==> config.mk <==
export PLATFORM = sky130hd
export DESIGN_NAME = hsvb_queue
export DESIGN_NICKNAME = d
export VERILOG_FILES = /design/src/design/hsvb_pkg.sv /design/src/design/hsvb_queue.sv
export SDC_FILE = /design/constraint.sdc
export NUM_CORES = 1
export LEC_CHECK = 0
export BUFFER_PORTS_ARGS = -buffer_cell sky130_fd_sc_hd__buf_2
export CORE_MARGIN = 3
export CORE_UTILIZATION = 61
export CTS_BUF_LIST = sky130_fd_sc_hd__clkbuf_16
export DETAILED_ROUTE_END_ITERATION = 10
export PLACE_DENSITY = 0.95
export REMOVE_ABC_BUFFERS = 1
export SETUP_SLACK_MARGIN = 0.5
export SYNTH_ARGS = -nofsm -noshare
export SYNTH_HDL_FRONTEND = slang
export SYNTH_SLANG_ARGS = --single-unit
==> constraint.sdc <==
create_clock -name clk -period 6.2 [get_ports clk]
set_input_delay 0.31 -clock clk [delete_from_list [all_inputs] [get_ports clk]]
set_output_delay 0.31 -clock clk [all_outputs]
set_load 0.02 [all_outputs]
==> src/design/hsvb_pkg.sv <==
package hsvb_pkg;

    // widest channel the block is built for; narrower builds use the low bits
    localparam int MAX_CH_BITS = 24;
    localparam int AMOUNT_BITS = 17;
    localparam int FACTOR_BITS = 18;
    localparam int QUEUE_DEPTH = 4;
    localparam int QUEUE_PTR_BITS = 2;
    localparam int QUEUE_CNT_BITS = 3;

    localparam logic [AMOUNT_BITS-1:0] AMOUNT_ONE = 17'h10000;
    localparam logic [FACTOR_BITS-1:0] FACTOR_ONE = 18'h10000;

    typedef enum logic [2:0] {
        SEC_RED_YELLOW   = 3'd0,
        SEC_YELLOW_GREEN = 3'd1,
        SEC_GREEN_CYAN   = 3'd2,
        SEC_CYAN_BLUE    = 3'd3,
        SEC_BLUE_MAGENTA = 3'd4,
        SEC_MAGENTA_RED  = 3'd5
    } sector_t;

    // classified color, front to back
    typedef struct packed {
        logic                    lighter;
        logic [FACTOR_BITS-1:0]  factor;
        logic [15:0]             alpha;
        logic [MAX_CH_BITS-1:0]  mx;
        logic [MAX_CH_BITS-1:0]  d;
        logic [MAX_CH_BITS-1:0]  n;
        sector_t                 sector;
    } class_t;

    function automatic sector_t next_sector(input sector_t s);
        sector_t r;
        case (s)
            SEC_RED_YELLOW:   r = SEC_YELLOW_GREEN;
            SEC_YELLOW_GREEN: r = SEC_GREEN_CYAN;
            SEC_GREEN_CYAN:   r = SEC_CYAN_BLUE;
            SEC_CYAN_BLUE:    r = SEC_BLUE_MAGENTA;
            SEC_BLUE_MAGENTA: r = SEC_MAGENTA_RED;
            default:          r = SEC_RED_YELLOW;
        endcase
        return r;
    endfunction

endpackage

==> src/design/hsvb_queue.sv <==
module hsvb_queue
    import hsvb_pkg::*;
(
    input  logic   clk,
    input  logic   rst_n,
    input  logic   push,
    input  class_t push_word,
    output logic   full,
    input  logic   pop,
    output logic   empty,
    output class_t pop_word
);
    class_t slot_reg [QUEUE_DEPTH];
    logic [QUEUE_PTR_BITS-1:0] wr_reg, wr_next, rd_reg, rd_next;
    logic [QUEUE_CNT_BITS-1:0] cnt_reg, cnt_next;

    assign full     = (cnt_reg == QUEUE_CNT_BITS'(QUEUE_DEPTH));
    assign empty    = (cnt_reg == '0);
    assign pop_word = slot_reg[rd_reg];

    always_comb
    begin
        wr_next  = push ? wr_reg + 1'b1 : wr_reg;
        rd_next  = pop ? rd_reg + 1'b1 : rd_reg;
        cnt_next = cnt_reg + QUEUE_CNT_BITS'(push) - QUEUE_CNT_BITS'(pop);
    end

    always_ff @(posedge clk or negedge rst_n)
    begin
        if (!rst_n)
        begin
            wr_reg  <= '0;
            rd_reg  <= '0;
            cnt_reg <= '0;
        end
        else
        begin
            wr_reg  <= wr_next;
            rd_reg  <= rd_next;
            cnt_reg <= cnt_next;
        end
    end

    always_ff @(posedge clk)
    begin
        if (push)
            slot_reg[wr_reg] <= push_word;
    end

`ifndef ASSERT_OFF
    a_cnt_bound: assert property (@(posedge clk) disable iff (!rst_n)
        cnt_reg <= QUEUE_CNT_BITS'(QUEUE_DEPTH))
        else $error("queue count above depth");
    a_no_overflow: assert property (@(posedge clk) disable iff (!rst_n)
        !(push && full))
        else $error("push into full queue");
    a_no_underflow: assert property (@(posedge clk) disable iff (!rst_n)
        !(pop && empty))
        else $error("pop from empty queue");
`endif

endmodule

After elaboration in Yosys (flattened, before gate mapping)
Memory sizes are Yosys's and may differ from the RTL's.
Index checks and enable logic that the tools add are counted.
{"block": "word_totals", "inputBits": 114, "memories": 1, "output_inout_bits": 112, "reg_bits": 7, "word_cells": 12, "mem_bits_rw": 440}
{"name": "slot_reg", "depth": 4, "width": 110, "rd": 1, "rd_ports_with_merged_regs": 0, "write_ports": 1, "line": "hsvb_queue.sv:13", "rtl": "class_t slot_reg [QUEUE_DEPTH];"}
{"block": "classes", "n_eq_ne": 1, "n_addsub": 4, "muxes": 2, "n_reduce_logical": 1}
{"operator": "$add 2x1->2 const B", "n": 2}
{"operator": "$add 3x1->3", "n": 1}
{"operator": "$eq 3x3->1 const B", "n": 1}
{"operator": "$logic_not 3->1", "n": 1}
{"operator": "$sub 3x1->3", "n": 1}
{"operator": "$mux 1", "n": 2}

Longest topological paths before layout
{"block": "logic_depth", "ltp_word": 2, "ltp_mapped": 7}

Worst setup path after synthesis
No wires, ideal clock.
{"block": "synth_path", "path_kind": "register -> register", "startpoint": "register wr_reg[0]", "endpoint": "memory slot_reg[0][0] (netlist bit) (enable)", "stages_incl_launch_ff": 4, "arrival_time_ns": 3.156, "required_time_ns": 5.719, "n_path_buf": 0, "slack_ns": 2.563, "path_cell_list": "dfrtp_1 inv_1 ha_1 and2_1"}
{"item": "start: declaration", "line": "hsvb_queue.sv:14", "rtl": "logic [QUEUE_PTR_BITS-1:0] wr_reg, wr_next, rd_reg, rd_next;"}
{"item": "start signal: assignment", "line": "hsvb_queue.sv:38", "rtl": "wr_reg <= wr_next;"}
{"item": "end: declaration", "line": "hsvb_queue.sv:13"}
No word-level cell before the write port.

==> results_dict.tcl <==
set metrics [dict create \
    dieArea_um2 28670 \
    core_rows 59 \
    via_per_inst 5.884 \
    worst_setup_hold_path_clk_slew_ps 60 \
    ys.warnings.count 0 \
    layout.core_utilization_pct 75.92 \
    ios 226 \
    postPlaceCellArea_um2 17700 \
    cp-end-kind "output port" \
    worst-endpoint-arrival_ps 2960 \
    detailedRoute.firstPassIterationCount 5 \
    most_common_cell_after_layout_fill_and_taps_aside "edfxtp_1" \
    insertion_delay_ps 520 \
    grt_use_total_pct 23.06 \
    power.density_nw_per_um2 483.1 \
    final_hold_fails 0 \
    pre_cts_ws_ps 3408 \
    first_pass_grt_wire_length_um 49400 \
    leading_post_synthesis_cells_by_cell_area "edfxtp_1 81%, mux4_2 15%, dfrtp_1 1.1%, buf_6 0.62%, ha_1 0.46%" \
    die_height_um 169.3 \
    h-tree-depth 2 \
    worst_case_reg_to_reg_path_depth 4 \
    dp_hpwl_um 18540 \
    num_vias 7685 \
    grt_start_max_net_pins 70 \
    status "complete, no violations" \
    timing.final.setup_violations 0 \
    grt_antenna_before_repair 2 \
    postSynthCellCount 609 \
    clockRootBuffer "clkbuf_16" \
    post_drt_wl_per_cell_um 24.91 \
    cts_max_path_bufs 3 \
    design.final.nets 1060 \
    fill_count 1340 \
    min_delay_path_depth 1 \
    post-synth-top-area-fraction_pct 81.21 \
    port_buffers 225 \
    ant_nets 0 \
    irDropWorstVdd_mv 0.3744 \
    timing.setup.critical_path_class "reg2out" \
    placed_cells 1150 \
    fin_skew_ps 8.124 \
    die_w_um 169.3 \
    grt_setup_unrepaired "no" \
    core_region_area_um2 26130 \
    area_growth_syn_to_layout_pct 21.94 \
    synth_cell_type_count 18 \
    first_global_vias 8526 \
    mostFrequentLayoutCells "440 x edfxtp_1, 225 x buf_2, 110 x mux4_2" \
    timing.final.max_slew_violations 0 \
    worst_setup_path_start_kind "flop" \
    max_cap_violations 0 \
    post_synth_instance_area_um2 16270 \
    synth_seq_cells 447 \
    layoutNonFillerInstCount 1306 \
    design_power_total_mw 9.586 \
    initial_core_util_pct 62.26 \
    finalWorstPathRequiredPeriod_ps 3270 \
    drt_iter0_markers 735 \
    tritoncts.num_buffers 43 \
    achievable-frequency_mhz 305.8 \
    routed_wl_um 32540 \
    post_route_cells_drive_above_1_share_pct 42.06 \
    grt_overflow 0 \
    p_leak_nw 6.900 \
    max_slew_margin_pct 35.82 \
    drc_viols 0 \
    cts_sinks 447 \
    final_area_um2 19840 \
    ys_seq_area_share_pct 82.28 \
    cell_accounting_for_the_most_synthesized_area "edfxtp_1" \
    timing.critical_path.fanout_max 57 \
    hp-class "in2reg" \
    fin_hold_ws_ps 14.06 \
    average_cell_area_after_synthesis_um2 26.72 \
    post-route-period-util_pct 52.75 \
    critPathRequiredTime_ps 5890 \
    slew_worst_pin_ps 962.8 \
    last_weighted_congestion_value_of_the_routability_driven_placer 0.7204 \
    tritoncts "done" \
    largest_register_ff_count 440 \
    setup_ws_ps 2930 \
    totalNegativeSetupSlack_ps 0 \
]
-- layout make-up --
type,count,area [µm²],share of cell area [%]
Sequential cell,447,13400,67.52
Multi-Input combinational cell,131,2675,13.48
Timing Repair Buffer,310,1974,9.951
Clock buffer,45,1126,5.676
Tap cell,335,419.2,2.113
Clock inverter,31,225.2,1.135
Inverter,6,22.52,0.1135
Antenna cell,1,2.502,0.01261
-- timing repair --
item                      in CTS  in global routing
gates resized for setup        0                  0
setup buffers                  0                  0
hold buffers                  79                  0
hold endpoints to repair     304                  0
-- critical path: stages (launching register included) --
cell and delay [ps]:
dfrtp_4 950, buf_4 760, mux4_2 450, buf_2 180
-- cell usage after synthesis --
library cell / n
and2_1: 4
o21ai_0: 1
buf_12: 1
nor3_1: 1
nand2_1: 2
buf_6: 9
and3_1: 1
buf_4: 1
clkbuf_1: 3
dfrtp_1: 7
ha_1: 6
mux4_2: 110
fa_1: 1
xnor2_1: 3
xor2_1: 2
edfxtp_1: 440
inv_1: 6
buf_2: 11
-- path summary, 6_finish.rpt --
path	start	to	slack, ps
max in group asynchronous	rst_n	rd_reg[1]	5820
min in group asynchronous	rst_n	cnt_reg[0]	180
max reg2reg	wr_reg[0]	slot_reg[0][30]	3580
min	push_word[19]	slot_reg[0][19]	10
min reg2reg	wr_reg[0]	wr_reg[0]	550
max	rd_reg[1]	pop_word[23]	2930
-- cell families (layout without fill, tap and decap cells) --
| kind of cell | Yosys count | in the layout | share of synthesized area (%) |
|---|---|---|---|
| xor gates and xnor gates | 5 | 5 | 0.2692 |
| muxes | 110 | 110 | 15.23 |
| and+or+nand+nor | 8 | 8 | 0.2691 |
| AOI/OAI and AO/OA | 1 | 1 | 0.03073 |
| other | 0 | 1 | 0 |
| adders and majority gates | 7 | 7 | 0.5844 |
| DFF | 447 | 447 | 82.28 |
| buffers and inverters | 31 | 392 | 1.338 |
-- where the power goes --
part / switching [mW] / internal (mW) / leakage [nW]
Clock: 1.04 / 1.44 / 0.698
Sequential: 0.305 / 3.96 / 4.12
Combinational: 1.66 / 1.18 / 2.08
-- per-layer routing --
metal	routed length, µm	track usage (%)	vias up
met3	2204	4.612	71
met5	13	0	-
met1	12080	29.61	3975
met2	17350	40.45	349
met4	887	7.432	2
li1	-	-	3288
(Power assumes the default switching activity.)
