## config.mk

```make
export PLATFORM = sky130hd
export DESIGN_NAME = hsvb_front
export DESIGN_NICKNAME = d
export VERILOG_FILES = /design/src/design/hsvb_pkg.sv /design/src/design/hsvb_front.sv
export SDC_FILE = /design/constraint.sdc
export NUM_CORES = 1
export LEC_CHECK = 0
export ABC_AREA = 1
export BUFFER_PORTS_ARGS = -buffer_cell sky130_fd_sc_hd__buf_2
export CELL_PAD_IN_SITES_DETAIL_PLACEMENT = 1
export CELL_PAD_IN_SITES_GLOBAL_PLACEMENT = 1
export CORE_MARGIN = 8
export CORE_UTILIZATION = 39
export CTS_CLUSTER_DIAMETER = 80
export DETAILED_ROUTE_END_ITERATION = 12
export GPL_TIMING_DRIVEN = 1
export PLACE_DENSITY_LB_ADDON = 0.1
export SLEW_MARGIN = 40
export SYNTH_ARGS = -nofsm -noshare
export SYNTH_HDL_FRONTEND = slang
export SYNTH_SLANG_ARGS = --single-unit
```

## constraint.sdc

```tcl
create_clock -name clk -period 5 [get_ports clk]
set_input_delay 1.5 -clock clk [delete_from_list [all_inputs] [get_ports clk]]
set_output_delay 1.5 -clock clk [all_outputs]
set_load 0.02 [all_outputs]
```

## src/design/hsvb_pkg.sv

```systemverilog
package hsvb_pkg;

    // widest channel the block is built for; narrower builds use the low bits
    localparam int MAX_CH_BITS = 24;
    localparam int AMOUNT_BITS = 17;
    localparam int FACTOR_BITS = 18;
    localparam int QUEUE_DEPTH = 4;
    localparam int QUEUE_PTR_BITS = 2;
    localparam int QUEUE_CNT_BITS = 3;

    localparam logic [AMOUNT_BITS-1:0] AMOUNT_ONE = 17'h10000;
    localparam logic [FACTOR_BITS-1:0] FACTOR_ONE = 18'h10000;

    typedef enum logic [2:0] {
        SEC_RED_YELLOW   = 3'd0,
        SEC_YELLOW_GREEN = 3'd1,
        SEC_GREEN_CYAN   = 3'd2,
        SEC_CYAN_BLUE    = 3'd3,
        SEC_BLUE_MAGENTA = 3'd4,
        SEC_MAGENTA_RED  = 3'd5
    } sector_t;

    // classified color, front to back
    typedef struct packed {
        logic                    lighter;
        logic [FACTOR_BITS-1:0]  factor;
        logic [15:0]             alpha;
        logic [MAX_CH_BITS-1:0]  mx;
        logic [MAX_CH_BITS-1:0]  d;
        logic [MAX_CH_BITS-1:0]  n;
        sector_t                 sector;
    } class_t;

    function automatic sector_t next_sector(input sector_t s);
        sector_t r;
        case (s)
            SEC_RED_YELLOW:   r = SEC_YELLOW_GREEN;
            SEC_YELLOW_GREEN: r = SEC_GREEN_CYAN;
            SEC_GREEN_CYAN:   r = SEC_CYAN_BLUE;
            SEC_CYAN_BLUE:    r = SEC_BLUE_MAGENTA;
            SEC_BLUE_MAGENTA: r = SEC_MAGENTA_RED;
            default:          r = SEC_RED_YELLOW;
        endcase
        return r;
    endfunction

endpackage

```

## src/design/hsvb_front.sv

```systemverilog
module hsvb_front
    import hsvb_pkg::*;
#(
    parameter int CHANNEL_BITS = 16
) (
    input  logic        clk,
    input  logic        rst_n,
    input  logic        in_valid,
    output logic        in_stall,
    input  logic        action,
    input  logic [15:0] red_in,
    input  logic [15:0] green_in,
    input  logic [15:0] blue_in,
    input  logic [15:0] alpha_in,
    input  logic [AMOUNT_BITS-1:0] amount,
    output logic        push,
    output class_t      push_word,
    input  logic        queue_full
);
    localparam int W = CHANNEL_BITS;

    logic   front_valid_reg, front_valid_next;
    class_t front_word_reg, front_word_next;
    logic   accept;

    logic [W-1:0] r, g, b, mx, mn, d, n;
    logic [AMOUNT_BITS-1:0] amt;
    sector_t sec;

    assign in_stall  = front_valid_reg && queue_full;
    assign accept    = in_valid && !in_stall;
    assign push      = front_valid_reg && !queue_full;
    assign push_word = front_word_reg;

    always_comb
    begin
        r = W'(red_in);
        g = W'(green_in);
        b = W'(blue_in);
        amt = (amount > AMOUNT_ONE) ? AMOUNT_ONE : amount;
        mx = (r > g) ? r : g;
        mx = (mx > b) ? mx : b;
        mn = (r < g) ? r : g;
        mn = (mn < b) ? mn : b;
        d  = mx - mn;
        sec = SEC_RED_YELLOW;
        n   = '0;
        if (d != '0)
        begin
            if (mx == r)
            begin
                if (g >= b)
                begin
                    sec = SEC_RED_YELLOW;
                    n   = g - b;
                end
                else
                begin
                    sec = SEC_MAGENTA_RED;
                    n   = d - (b - g);
                end
            end
            else if (mx == g)
            begin
                if (b >= r)
                begin
                    sec = SEC_GREEN_CYAN;
                    n   = b - r;
                end
                else
                begin
                    sec = SEC_YELLOW_GREEN;
                    n   = d - (r - b);
                end
            end
            else
            begin
                if (r >= g)
                begin
                    sec = SEC_BLUE_MAGENTA;
                    n   = r - g;
                end
                else
                begin
                    sec = SEC_CYAN_BLUE;
                    n   = d - (g - r);
                end
            end
        end
        front_word_next.lighter = action;
        front_word_next.factor  = action ? (FACTOR_ONE + FACTOR_BITS'(amt))
                                         : (FACTOR_ONE - FACTOR_BITS'(amt));
        front_word_next.alpha   = alpha_in;
        front_word_next.mx      = MAX_CH_BITS'(mx);
        front_word_next.d       = MAX_CH_BITS'(d);
        front_word_next.n       = MAX_CH_BITS'(n);
        front_word_next.sector  = sec;
    end

    always_comb
    begin
        if (accept)
            front_valid_next = 1'b1;
        else if (push)
            front_valid_next = 1'b0;
        else
            front_valid_next = front_valid_reg;
    end

    always_ff @(posedge clk or negedge rst_n)
    begin
        if (!rst_n)
            front_valid_reg <= 1'b0;
        else
            front_valid_reg <= front_valid_next;
    end

    always_ff @(posedge clk)
    begin
        if (accept)
            front_word_reg <= front_word_next;
    end

endmodule

```

# Word level (Yosys, flattened, before mapping)
# Index checks and enable logic that the tools add are counted.
[word_totals]
reg_bits = 87
input_bits = 86
out_inout_bits = 112
elab_cells = 55
[op_classes]
addsub = 12
magnitude_cmp = 8
n_eq_ne = 2
n_mux = 18
reduce_logical = 7
[op_table]
columns = ["operator", "n"]
rows = [
  ["subtractor 16 bit", 10],
  ["2-to-1 mux 16 bit", 9],
  [">= comparator 16 bit", 3],
  ["equality test 16 bit", 2],
  ["> comparator 16 bit", 2],
  ["less-than comparator 16 bit", 2],
  ["adder 17 x 17 -> 18 bit, first input constant", 1],
  ["2-to-1 mux 18 bit", 1],
  ["subtractor 17 x 17 -> 18 bit, first input constant", 1],
  ["> comparator 17 bit, second input constant", 1],
  ["2-to-1 mux 17 bit", 1],
  ["nonzero test 16 bit", 1],
  ["2-to-1 mux 3 bit", 4],
  ["logical AND 1 bit", 3],
  ["zero test 1 bit", 2],
  ["2-to-1 mux 1 bit", 2],
  ["2-to-1 mux 2 bit", 1],
  ["nonzero test 2 bit", 1],
]

# Depth between registers and ports, before layout
# Gate-level depths: netlist of run 1.
[depth]
word_depth = 9
depth_mapped = 58
depth_no_buf = 55

# Least setup slack after synthesis of run 1
# OpenSTA, ideal clock, no wires.
[synth_path]
path_kind = "input-to-reg"
start = "input port red_in[0]"
end = "register front_word_reg (netlist bit push_word[18]) (data pin)"
setup_ps = 267
t_arrival_ps = 8505
t_required_ps = 4733
slack_ps = -3771
path_stages = 48
n_path_buf = 3
cell_sequence = "inv_1 > ha_1 > fa_1 > inv_1 > nand2_1 > nand2_1 > nand3_2 > nand2_2 > nand2_2 > nand2_4 > buf_2 > buf_1 > nand2_1 > o21ai_0 > ha_1 > a21o_1 > a2111oi_4 > nand2_8 > [12 not listed] > nand2_1 > o21ai_0 > nand2_1 > nand2_1 > a21oi_1 > o21ai_0 > a21oi_1 > o21bai_1 > nand3_1 > o211ai_1 > xnor2_1 > inv_1 > nand2_1 > nand3_1 > nand2_1 > clkinv_1 > nand2_1 > a21oi_1"
[synth_between]
elab_chain_cells = 9
elab_cells_between_ends = 26
classes_between = "8 x add/sub; 6 x order compare; 2 x eq/ne; 9 x mux; 1 x reduce/logical"
[synth_lines]
columns = ["element", "line_no", "source"]
rows = [
  ["from (decl)", "hsvb_front.sv:11", "input logic [15:0] red_in,"],
  ["> comparator 16 bit / less-than comparator 16 bit (equally long branches)", "hsvb_front.sv:41, hsvb_front.sv:43", ""],
  ["2-to-1 mux 16 bit (on tied branches)", "hsvb_front.sv:41, hsvb_front.sv:43", ""],
  ["> comparator 16 bit / less-than comparator 16 bit (equally long branches)", "hsvb_front.sv:42, hsvb_front.sv:44", ""],
  ["2-to-1 mux 16 bit (on tied branches)", "hsvb_front.sv:42, hsvb_front.sv:44", ""],
  ["subtractor 16 bit *", "hsvb_front.sv:45", "d = mx - mn;"],
  ["via d[4]", "hsvb_front.sv:26", "logic [W-1:0] r, g, b, mx, mn, d, n;"],
  ["subtractor 16 bit (on tied branches)", "hsvb_front.sv:86, hsvb_front.sv:73", ""],
  ["2-to-1 mux 16 bit (on tied branches)", "hsvb_front.sv:78, hsvb_front.sv:65", ""],
  ["2-to-1 mux 16 bit", "hsvb_front.sv:63", "else if (mx == g)"],
  ["2-to-1 mux 16 bit", "hsvb_front.sv:50", "if (mx == r)"],
  ["to (signal assigned)", "hsvb_front.sv:121", "front_word_reg <= front_word_next;"],
  ["to (decl)", "hsvb_front.sv:23", "class_t front_word_reg, front_word_next;"],
]
# The timed path passes the listed nets; every way through them passes the cells marked *.
# A chain may end at the register's enable or synchronous reset.

==> results of run 1 <==
## power breakdown
part	total, uW	internal [uW]	switching, uW
Clock	789	400	389
Combinational	13300	6140	7180
Sequential	1100	1050	45.8
## stage by stage
stage	power [uW]	setup WS (ns)	instance area [um2]	instances
4_1_cts	12300	-3.10	19100	2725
6_report	15200	-4.34	20400	2761
5_1_grt	15800	-4.31	20400	2761
3_5_place_dp	9700	-4.18	16800	2614
2_1_floorplan	6030	-3.20	12600	1665
3_3_place_gp	9330	-3.87	16800	2614
## layout make-up
cell class              instances  area, um2
multi-input cells            1274      10600
inverters                     256        988
flip-flops and latches         87       2610
clock inverters                 7       85.1
repair buffers                726       5480
well taps                     402        503
fillers                      3672      10900
clock buffers                   9        225
## repair_timing
item | in CTS | in global routing
hold buffers | 0 | 0
setup buffers | 98 | 62
pin swaps | 135 | 116
gates cloned | 2 | 2
endpoints found under the setup margin | 43 | 50
resized for setup | 291 | 221
## cells by family after synthesis
kind of cell | after synthesis | share of synthesized area (%)
buffers and inverters | 305 | 10.4
other | 1 | 0.0305
multiplexers | 1 | 0.0815
AO/OA/AOI/OAI | 315 | 14.6
flip-flops | 87 | 21.2
XOR/XNOR | 109 | 7.95
AND/OR/NAND/NOR | 633 | 23.2
adder cells (fa/ha/maj) | 191 | 22.4
## Yosys cell counts, types with 2 or more instances
cell type	instances
buf_2	8
o21ai_2	14
nor4_2	2
a21oi_2	2
a21oi_1	119
nor2_4	3
nand2_4	4
o21bai_1	10
o21a_1	2
a211oi_1	5
nand2_2	26
nand3b_1	6
o2111ai_1	2
xnor2_1	39
buf_4	25
ha_1	142
clkbuf_1	11
nor2_1	78
buf_6	4
nand3_1	81
or2_2	6
o21ai_1	28
o21ai_0	102
nand2_1	367
o211ai_1	11
xor2_1	67
nand3_2	10
inv_2	20
a21o_1	3
fa_1	49
nor4_1	8
nand4_1	17
xor2_2	2
a31oi_1	9
nor3_1	9
edfxtp_1	86
clkinv_1	2
inv_1	233
nor2_2	8
o221ai_1	2
and2_1	2
## worst max-delay path: cells and delay by family
kind | cells | cell delay [ns]
fa+ha+maj | 4 | 1.65
xor+xnor | 1 | 0.19
compound gates | 11 | 2.03
simple gates | 19 | 2.65
buf+inv | 12 | 1.54
## routing by layer
metal	up-vias	global-route usage [%]
met2	1279	57.1
met4	2	16.9
met5	-	0
li1	6822	-
met1	7892	37.0
met3	482	6.59
## worst max-delay path by stage
stage                         start             to  slack [ns]  depth (start not counted)
after global routing      red_in[1]  push_word[17]       -4.31                         46
after detailed placement  red_in[0]  push_word[17]       -4.18                         51
final                     red_in[1]  push_word[18]       -4.34                         47
after floorplan           red_in[0]  push_word[18]       -3.20                         48
after global placement    red_in[0]  push_word[17]       -3.87                         51
after CTS                 red_in[0]  push_word[18]       -3.10                         53
==> results.md, run 1 <==
- WHS Path Cells: 2
- Most frequent cells in the layout: buf_4 (467), nand2_1 (290), inv_1 (206), buf_2 (171), ha_1 (99)
- FF-to-FF setup slack: 3.38 ns
- Worst VDD drop: 0.486 mV
- Horiz. Die Dim: between 150 and 200 um
- WHS Endpoint: front_valid_reg
- RR Endpoint: push_word[96]
- Die ar.: 37,400 um2
- Count of final hold-check violations: 0
- Arrival @ worst endpoint: 9.58 ns
- Core Area: around 31,000 um2
- Max FFs per register: 86
- Fin crit share: 187%
- Slack of the critical path: -4.34 ns
- Top cells by area, synth: edfxtp_1 (21%), ha_1 (14%), nand2_1 (11%)
- Die Ht: ~190 um
- IO Port Bufs: 173
- Hold Path Class: flop to flop
- Synth async-reset ratio: 1.15%
- Syn avg cell area: roughly 7.5 um2
- Vias in the first global route: 17,000
- R2R depth: 4
- #FFs+latches synth: 87
- Clock Path Buffers: 2
- Synth Cell Area: 12,300 um2
- Antenna violations before repair: 1
- Met2 wire len: between 30 and 40 mm
- Status: finished, violations left
- DR pass1 iterations: 5
- Critical path capture point type: flop
- Minimum clock period: 9.34 ns
- CP dominant cell by count: nand2_1
- YS warnings: 0
- Crit start category: primary input
- Cell count after synthesis: roughly 1,600
- Worst Hold Margin: 0.500 ns
- Max Used Layer: met5
- Final setup viols: slightly above 50
- Slowest CP cell: fa_1
- FMAX: around 0.11 GHz
- Top Ports: 198
- Share of cells above drive strength 1: roughly half
- Syn-to-layout area delta: 66.4%
- Number of routed nets with antenna violations: 0
- Slew headroom: 30.6%
- Hold path startpoint: front_valid_reg
- Dominant synthesized flop cell: edfxtp_1
- Global-route wire length before repair: 95.3 mm
- Remaining DRCs: 0
- Final Net Count: 2,631
- Seq/Total Area, Yosys: between 20% and 30%
- Worst r2r src: front_valid_reg
- Vias/cell: between 5 and 6
- CP Data Required Time: 5.24 ns
- RSZ-0062 raised after global routing: yes
- Crit Path Category: primary input to flop
- Cell variety after synth: between 50 and 60
- EDFF count, synth: 86
- Slew @ Worst Pin: 1.03 ns
- Initial core utilization: around two fifths
- Failing checks: setup timing
- Post-synth top area share: 21.0%
- WL met3: 8.52 mm
- Clock Skew: ~0.033 ns
- Clock root cell: clkbuf_16
- Routed WL per cell: 28.6 um
- Max incr delay on CP: 0.64 ns
- CP max FO: 8
- DR vias: about 16,000
- Commonest non-fill, non-tap cell in the layout: buf_4
- Total track usage: 32.5%
- CTS tree: done
- # rows: 65
- H-Tree Depth: 3
- Final Util: 65.3%
- Pwr dens: 744 nW/um2
- Clock slew at reported path FFs: 0.07 ns
- Num CTS Buffers: 9
- Setup TNS: -113.85 ns
- Fin. max-slew vios: 0
- Inserted Diodes: 0
- Max capacitance violation total: 0
- DRT iter0 DRCs: 1,459
- RePlAce Congestion: between 0.9 and 1
- Largest net degree at the start of global routing: 52
- Static Leak: 0.0101 uW
- CTS Sinks: between 80 and 90
- Drt total wl: 79.1 mm
- Post-DP HPWL: 45.1 mm
- Grt ovf: 0
- Yosys top cell by area: edfxtp_1
- Met1 wire length: 28.2 mm
- Clk_lat worst skew: ~0.40 ns
Power figures use the tool's default switching activity.
==> run 2: changes to the inputs <==
--- a/config.mk
+++ b/config.mk
@@ -11,10 +11,11 @@
 export CELL_PAD_IN_SITES_GLOBAL_PLACEMENT = 1
 export CORE_MARGIN = 8
 export CORE_UTILIZATION = 39
+export CTS_BUF_LIST = sky130_fd_sc_hd__clkbuf_4 sky130_fd_sc_hd__clkbuf_8
 export CTS_CLUSTER_DIAMETER = 80
 export DETAILED_ROUTE_END_ITERATION = 12
 export GPL_TIMING_DRIVEN = 1
-export PLACE_DENSITY_LB_ADDON = 0.1
+export PLACE_DENSITY = 0.9
 export SLEW_MARGIN = 40
 export SYNTH_ARGS = -nofsm -noshare
 export SYNTH_HDL_FRONTEND = slang
==> results.md, run 2 <==
- Synth Cell Area: 12,300 um2
- Synth top cells by count: nand2_1 (367), inv_1 (233), ha_1 (142)
- #FFs+latches synth: 87
- Grt ovf: 122
- Post-DP HPWL: between 50 and 60 mm
- Count leader, synth: nand2_1
- RePlAce Congestion: 0.997
- Initial core utilization: roughly 39%
- Post-DP Area: 16,700 um2
- Clock Path Buffers: 2
- H-Tree Depth: 3
- YS warnings: 0
- Stop err: [ERROR GRT-0232] Routing congestion too high. Check the congestion heatmap in the GUI.
- Worst_ep grt: push_word[18]$_SDFFCE_PP0P_/D
- Cell variety after synth: slightly below 60
- CTS Sinks: 87
- Horiz. Die Dim: 193 um
- Cell count after synthesis: 1,642
- Top Ports: 198
- IO Port Bufs: 173
- EDFF count, synth: between 80 and 90
- Top cells by area, synth: edfxtp_1 (21%), ha_1 (14%), nand2_1 (11%)
- Worst End Pin Type: register input
- Hold Buf Count CTS: 0
- Die Ht: 193 um
- Total track usage: 76.7%
- Seq/Total Area, Yosys: 21.2%
- Status: stopped before the end
- Clock root cell: clkbuf_8
- Antenna violations before repair: 12
- Num CTS Buffers: 9
- Dominant synthesized flop cell: edfxtp_1
- Syn avg cell area: 7.48 um2
- # rows: 65
- Synth async-reset ratio: 1.15%
- Largest net degree at the start of global routing: 38
- Post-synth top area share: 21.0%
- Yosys top cell by area: edfxtp_1
- Last stage reached: global routing
==> run 2: cell counts after synthesis <==
Identical to the previous run, type by type.
==> run 2: kinds of logic after synthesis <==
group,count (synthesis),synth area share (%)
and+or+nand+nor,633,23.2
AOI/OAI and AO/OA,315,14.6
other,1,0.0305
DFF,87,21.2
muxes,1,0.0815
buffers and inverters,305,10.4
xor gates and xnor gates,109,7.95
adders and majority gates,191,22.4
==> run 2: repair_timing <==
action,in CTS
hold endpoints to repair,0
setup endpoints to repair,45
gates cloned,2
gates resized for setup,308
setup buffers,81
pin swaps,111
==> run 2: metal layers <==
metal / overflow / track usage [%]
met1: 6 / 75.6
met2: 70 / 88.7
met3: 7 / 69.0
met4: 38 / 72.3
met5: 1 / 48.8
==> run 2: through the flow <==
step                setup slack (ns)  TNS [ns]  cells  hold WS (ns)
floorplan                      -3.20    -54.92   1665         0.459
global placement               -3.91    -83.95   2594         0.480
detailed placement             -4.57   -106.26   2594         0.531
CTS                            -3.37    -66.72   2692         0.550
==> run 3: changes to the inputs <==
==> config.mk (replaced) <==
export PLATFORM = sky130hd
export DESIGN_NAME = hsvb_front
export DESIGN_NICKNAME = d
export VERILOG_FILES = /design/src/design/hsvb_pkg.sv /design/src/design/hsvb_front.sv
export SDC_FILE = /design/constraint.sdc
export NUM_CORES = 1
export LEC_CHECK = 0
export ABC_AREA = 1
export BUFFER_PORTS_ARGS = -buffer_cell sky130_fd_sc_hd__buf_2
export CORE_MARGIN = 8
export CORE_UTILIZATION = 40
export DETAILED_ROUTE_END_ITERATION = 12
export GPL_TIMING_DRIVEN = 1
export PLACE_DENSITY_LB_ADDON = 0.15
export SLEW_MARGIN = 40
export SYNTH_ARGS = -nofsm -noshare
export SYNTH_HDL_FRONTEND = slang
export SYNTH_SLANG_ARGS = --single-unit
==> constraint.sdc (replaced) <==
create_clock -name clk -period 6.5 [get_ports clk]
set_input_delay 1.95 -clock clk [delete_from_list [all_inputs] [get_ports clk]]
set_output_delay 1.95 -clock clk [all_outputs]
set_load 0.02 [all_outputs]
==> results.md, run 3 (same netlist as run 1, synthesis figures left out) <==
- Count of final hold-check violations: 0
- Grt ovf: 0
- H-Tree Depth: 3
- Max incr delay on CP: 0.57 ns
- Minimum clock period: around 8.6 ns
- CP Data Required Time: 6.74 ns
- Worst VDD drop: 0.206 mV
- Crit start category: primary input
- RSZ-0062 raised after global routing: yes
- Slew headroom: 52.6%
- Top Ports: 198
- Design Power: about 9300 uW
- Arrival @ worst endpoint: 8.88 ns
- DR vias: 13,500
- Most frequent cells in the layout: buf_4 (427), nand2_1 (340), inv_1 (213), buf_2 (170), ha_1 (118)
- CP max FO: 7
- Clock slew at reported path FFs: 0.07 ns
- DR pass1 iterations: 5
- Global-route wire length before repair: 71.7 mm
- Slack of the critical path: -2.14 ns
- Max capacitance violation total: 0
- DP Cell Count: 2,580
- Hold Path Class: flop to flop
- Critical path capture point type: flop
- Max FFs per register: 86
- Fin. max-slew vios: 0
- Routed WL per cell: 17.7 um
- Static Leak: 0.00940 uW
- Top delay family on crit path: adder cells
- Slew @ Worst Pin: 0.709 ns
- Final Net Count: 2,548
- Status: finished, violations left
- Horiz. Die Dim: 191 um
- IO Port Bufs: ~170
- Initial core utilization: 40.4%
- RePlAce Congestion: 0.923
- Vias/cell: about 5
- Remaining DRCs: 0
- Post-DP HPWL: just under 40 mm
- Commonest non-fill, non-tap cell in the layout: buf_4
- Crit Path Category: primary input to flop
- Syn-to-layout area delta: 51.9%
- Total track usage: 25.4%
- FMAX: 0.116 GHz
- Largest net degree at the start of global routing: 65
- Clock Path Buffers: 2
- Non-Filler Instances: around 2,700
- Clock Skew: 0.0137 ns
- Fin crit share: 133%
- Share of cells above drive strength 1: 42.0%
- Die ar.: 36,600 um2
- # rows: 64
- Pwr dens: 496 nW/um2
- DRT iter0 DRCs: roughly 1,100
- Core Area: about 30,000 um2
- Inserted Diodes: 0
- Die Ht: approximately 190 um
- Critical path buffer and inverter count: 11
- Failing checks: setup timing
- Vias in the first global route: around 13,000
- Clk_lat worst skew: around 0.36 ns
- Num CTS Buffers: 9
- Number of routed nets with antenna violations: 0
- Drt total wl: about 47 mm
- Slowest CP cell: fa_2
- CTS Sinks: 87
- Clock root cell: clkbuf_16
- Antenna violations before repair: 0
- CTS tree: done
- Final setup viols: 24
- FF-to-FF setup slack: 4.45 ns
==> run 3: tightest hold or removal path: stages, from the launching register on <==
cell	delay, ns
dfrtp_1	0.34
nand2_1	0.07
nand2_1	0.06
==> run 3: worst paths after layout <==
path / end / cells past startpoint / start
worst max register to register: push_word[106] / 4 / front_valid_reg
worst max-delay path: push_word[17] / 48 / red_in[0]
worst min-delay path: front_valid_reg / 2 / front_valid_reg
worst min register to register: front_valid_reg / 2 / front_valid_reg
max in group asynchronous: front_valid_reg / 1 / rst_n
min in group asynchronous: front_valid_reg / 1 / rst_n
==> run 3: where the power goes <==
| part | total, uW | switching [uW] | internal [uW] |
|---|---|---|---|
| combinational | 7940 | 4030 | 3900 |
| sequential | 831 | 24.5 | 807 |
| clock | 490 | 228 | 261 |
==> run 3: what timing repair did <==
action                                 4_1_cts  5_1_grt
endpoints found under the hold margin        0        0
gates resized for setup                    155      132
hold buffers                                 0        0
pin swaps                                   99       97
buffers inserted                            62       23
gates cloned                                 5        1
setup endpoints to repair                   30       30
==> run 3: through the flow <==
| stage | utilization [%] | hold WS (ns) | TNS [ns] | worst slack (ns) | cell area [um2] |
|---|---|---|---|---|---|
| after floorplan | - | 0.459 | -23.57 | -2.15 | 12600 |
| after global placement | 54.6 | 0.472 | -53.03 | -3.08 | 16600 |
| after detailed placement | 54.6 | 0.490 | -52.83 | -3.10 | 16600 |
| after CTS | 59.2 | 0.503 | -28.76 | -2.17 | 18000 |
| after global routing | 61.3 | 0.531 | -36.97 | -2.56 | 18700 |
| final | 61.3 | 0.498 | -30.37 | -2.14 | 18700 |
==> run 3: final cells by class <==
type                            instances  area [um2]
Fill cell                            2722       11800
Multi-Input combinational cell       1276        9670
Tap cell                              396         495
Clock inverter                          6        45.0
Sequential cell                        87        2610
Timing Repair Buffer                  641        4640
Clock buffer                           10         229
Inverter                              256         978
==> run 3: routing by layer <==
metal | routed length [um] | up-vias | global-route usage [%] | part of all wire, %
li1 | - | 6666 | - | -
met4 | 994 | 0 | 6.63 | 2.1
met3 | 3610 | 54 | 3.67 | 7.6
met5 | 0 | - | 0 | 0
met2 | 21100 | 450 | 40.0 | 44
met1 | 21700 | 6331 | 35.8 | 46
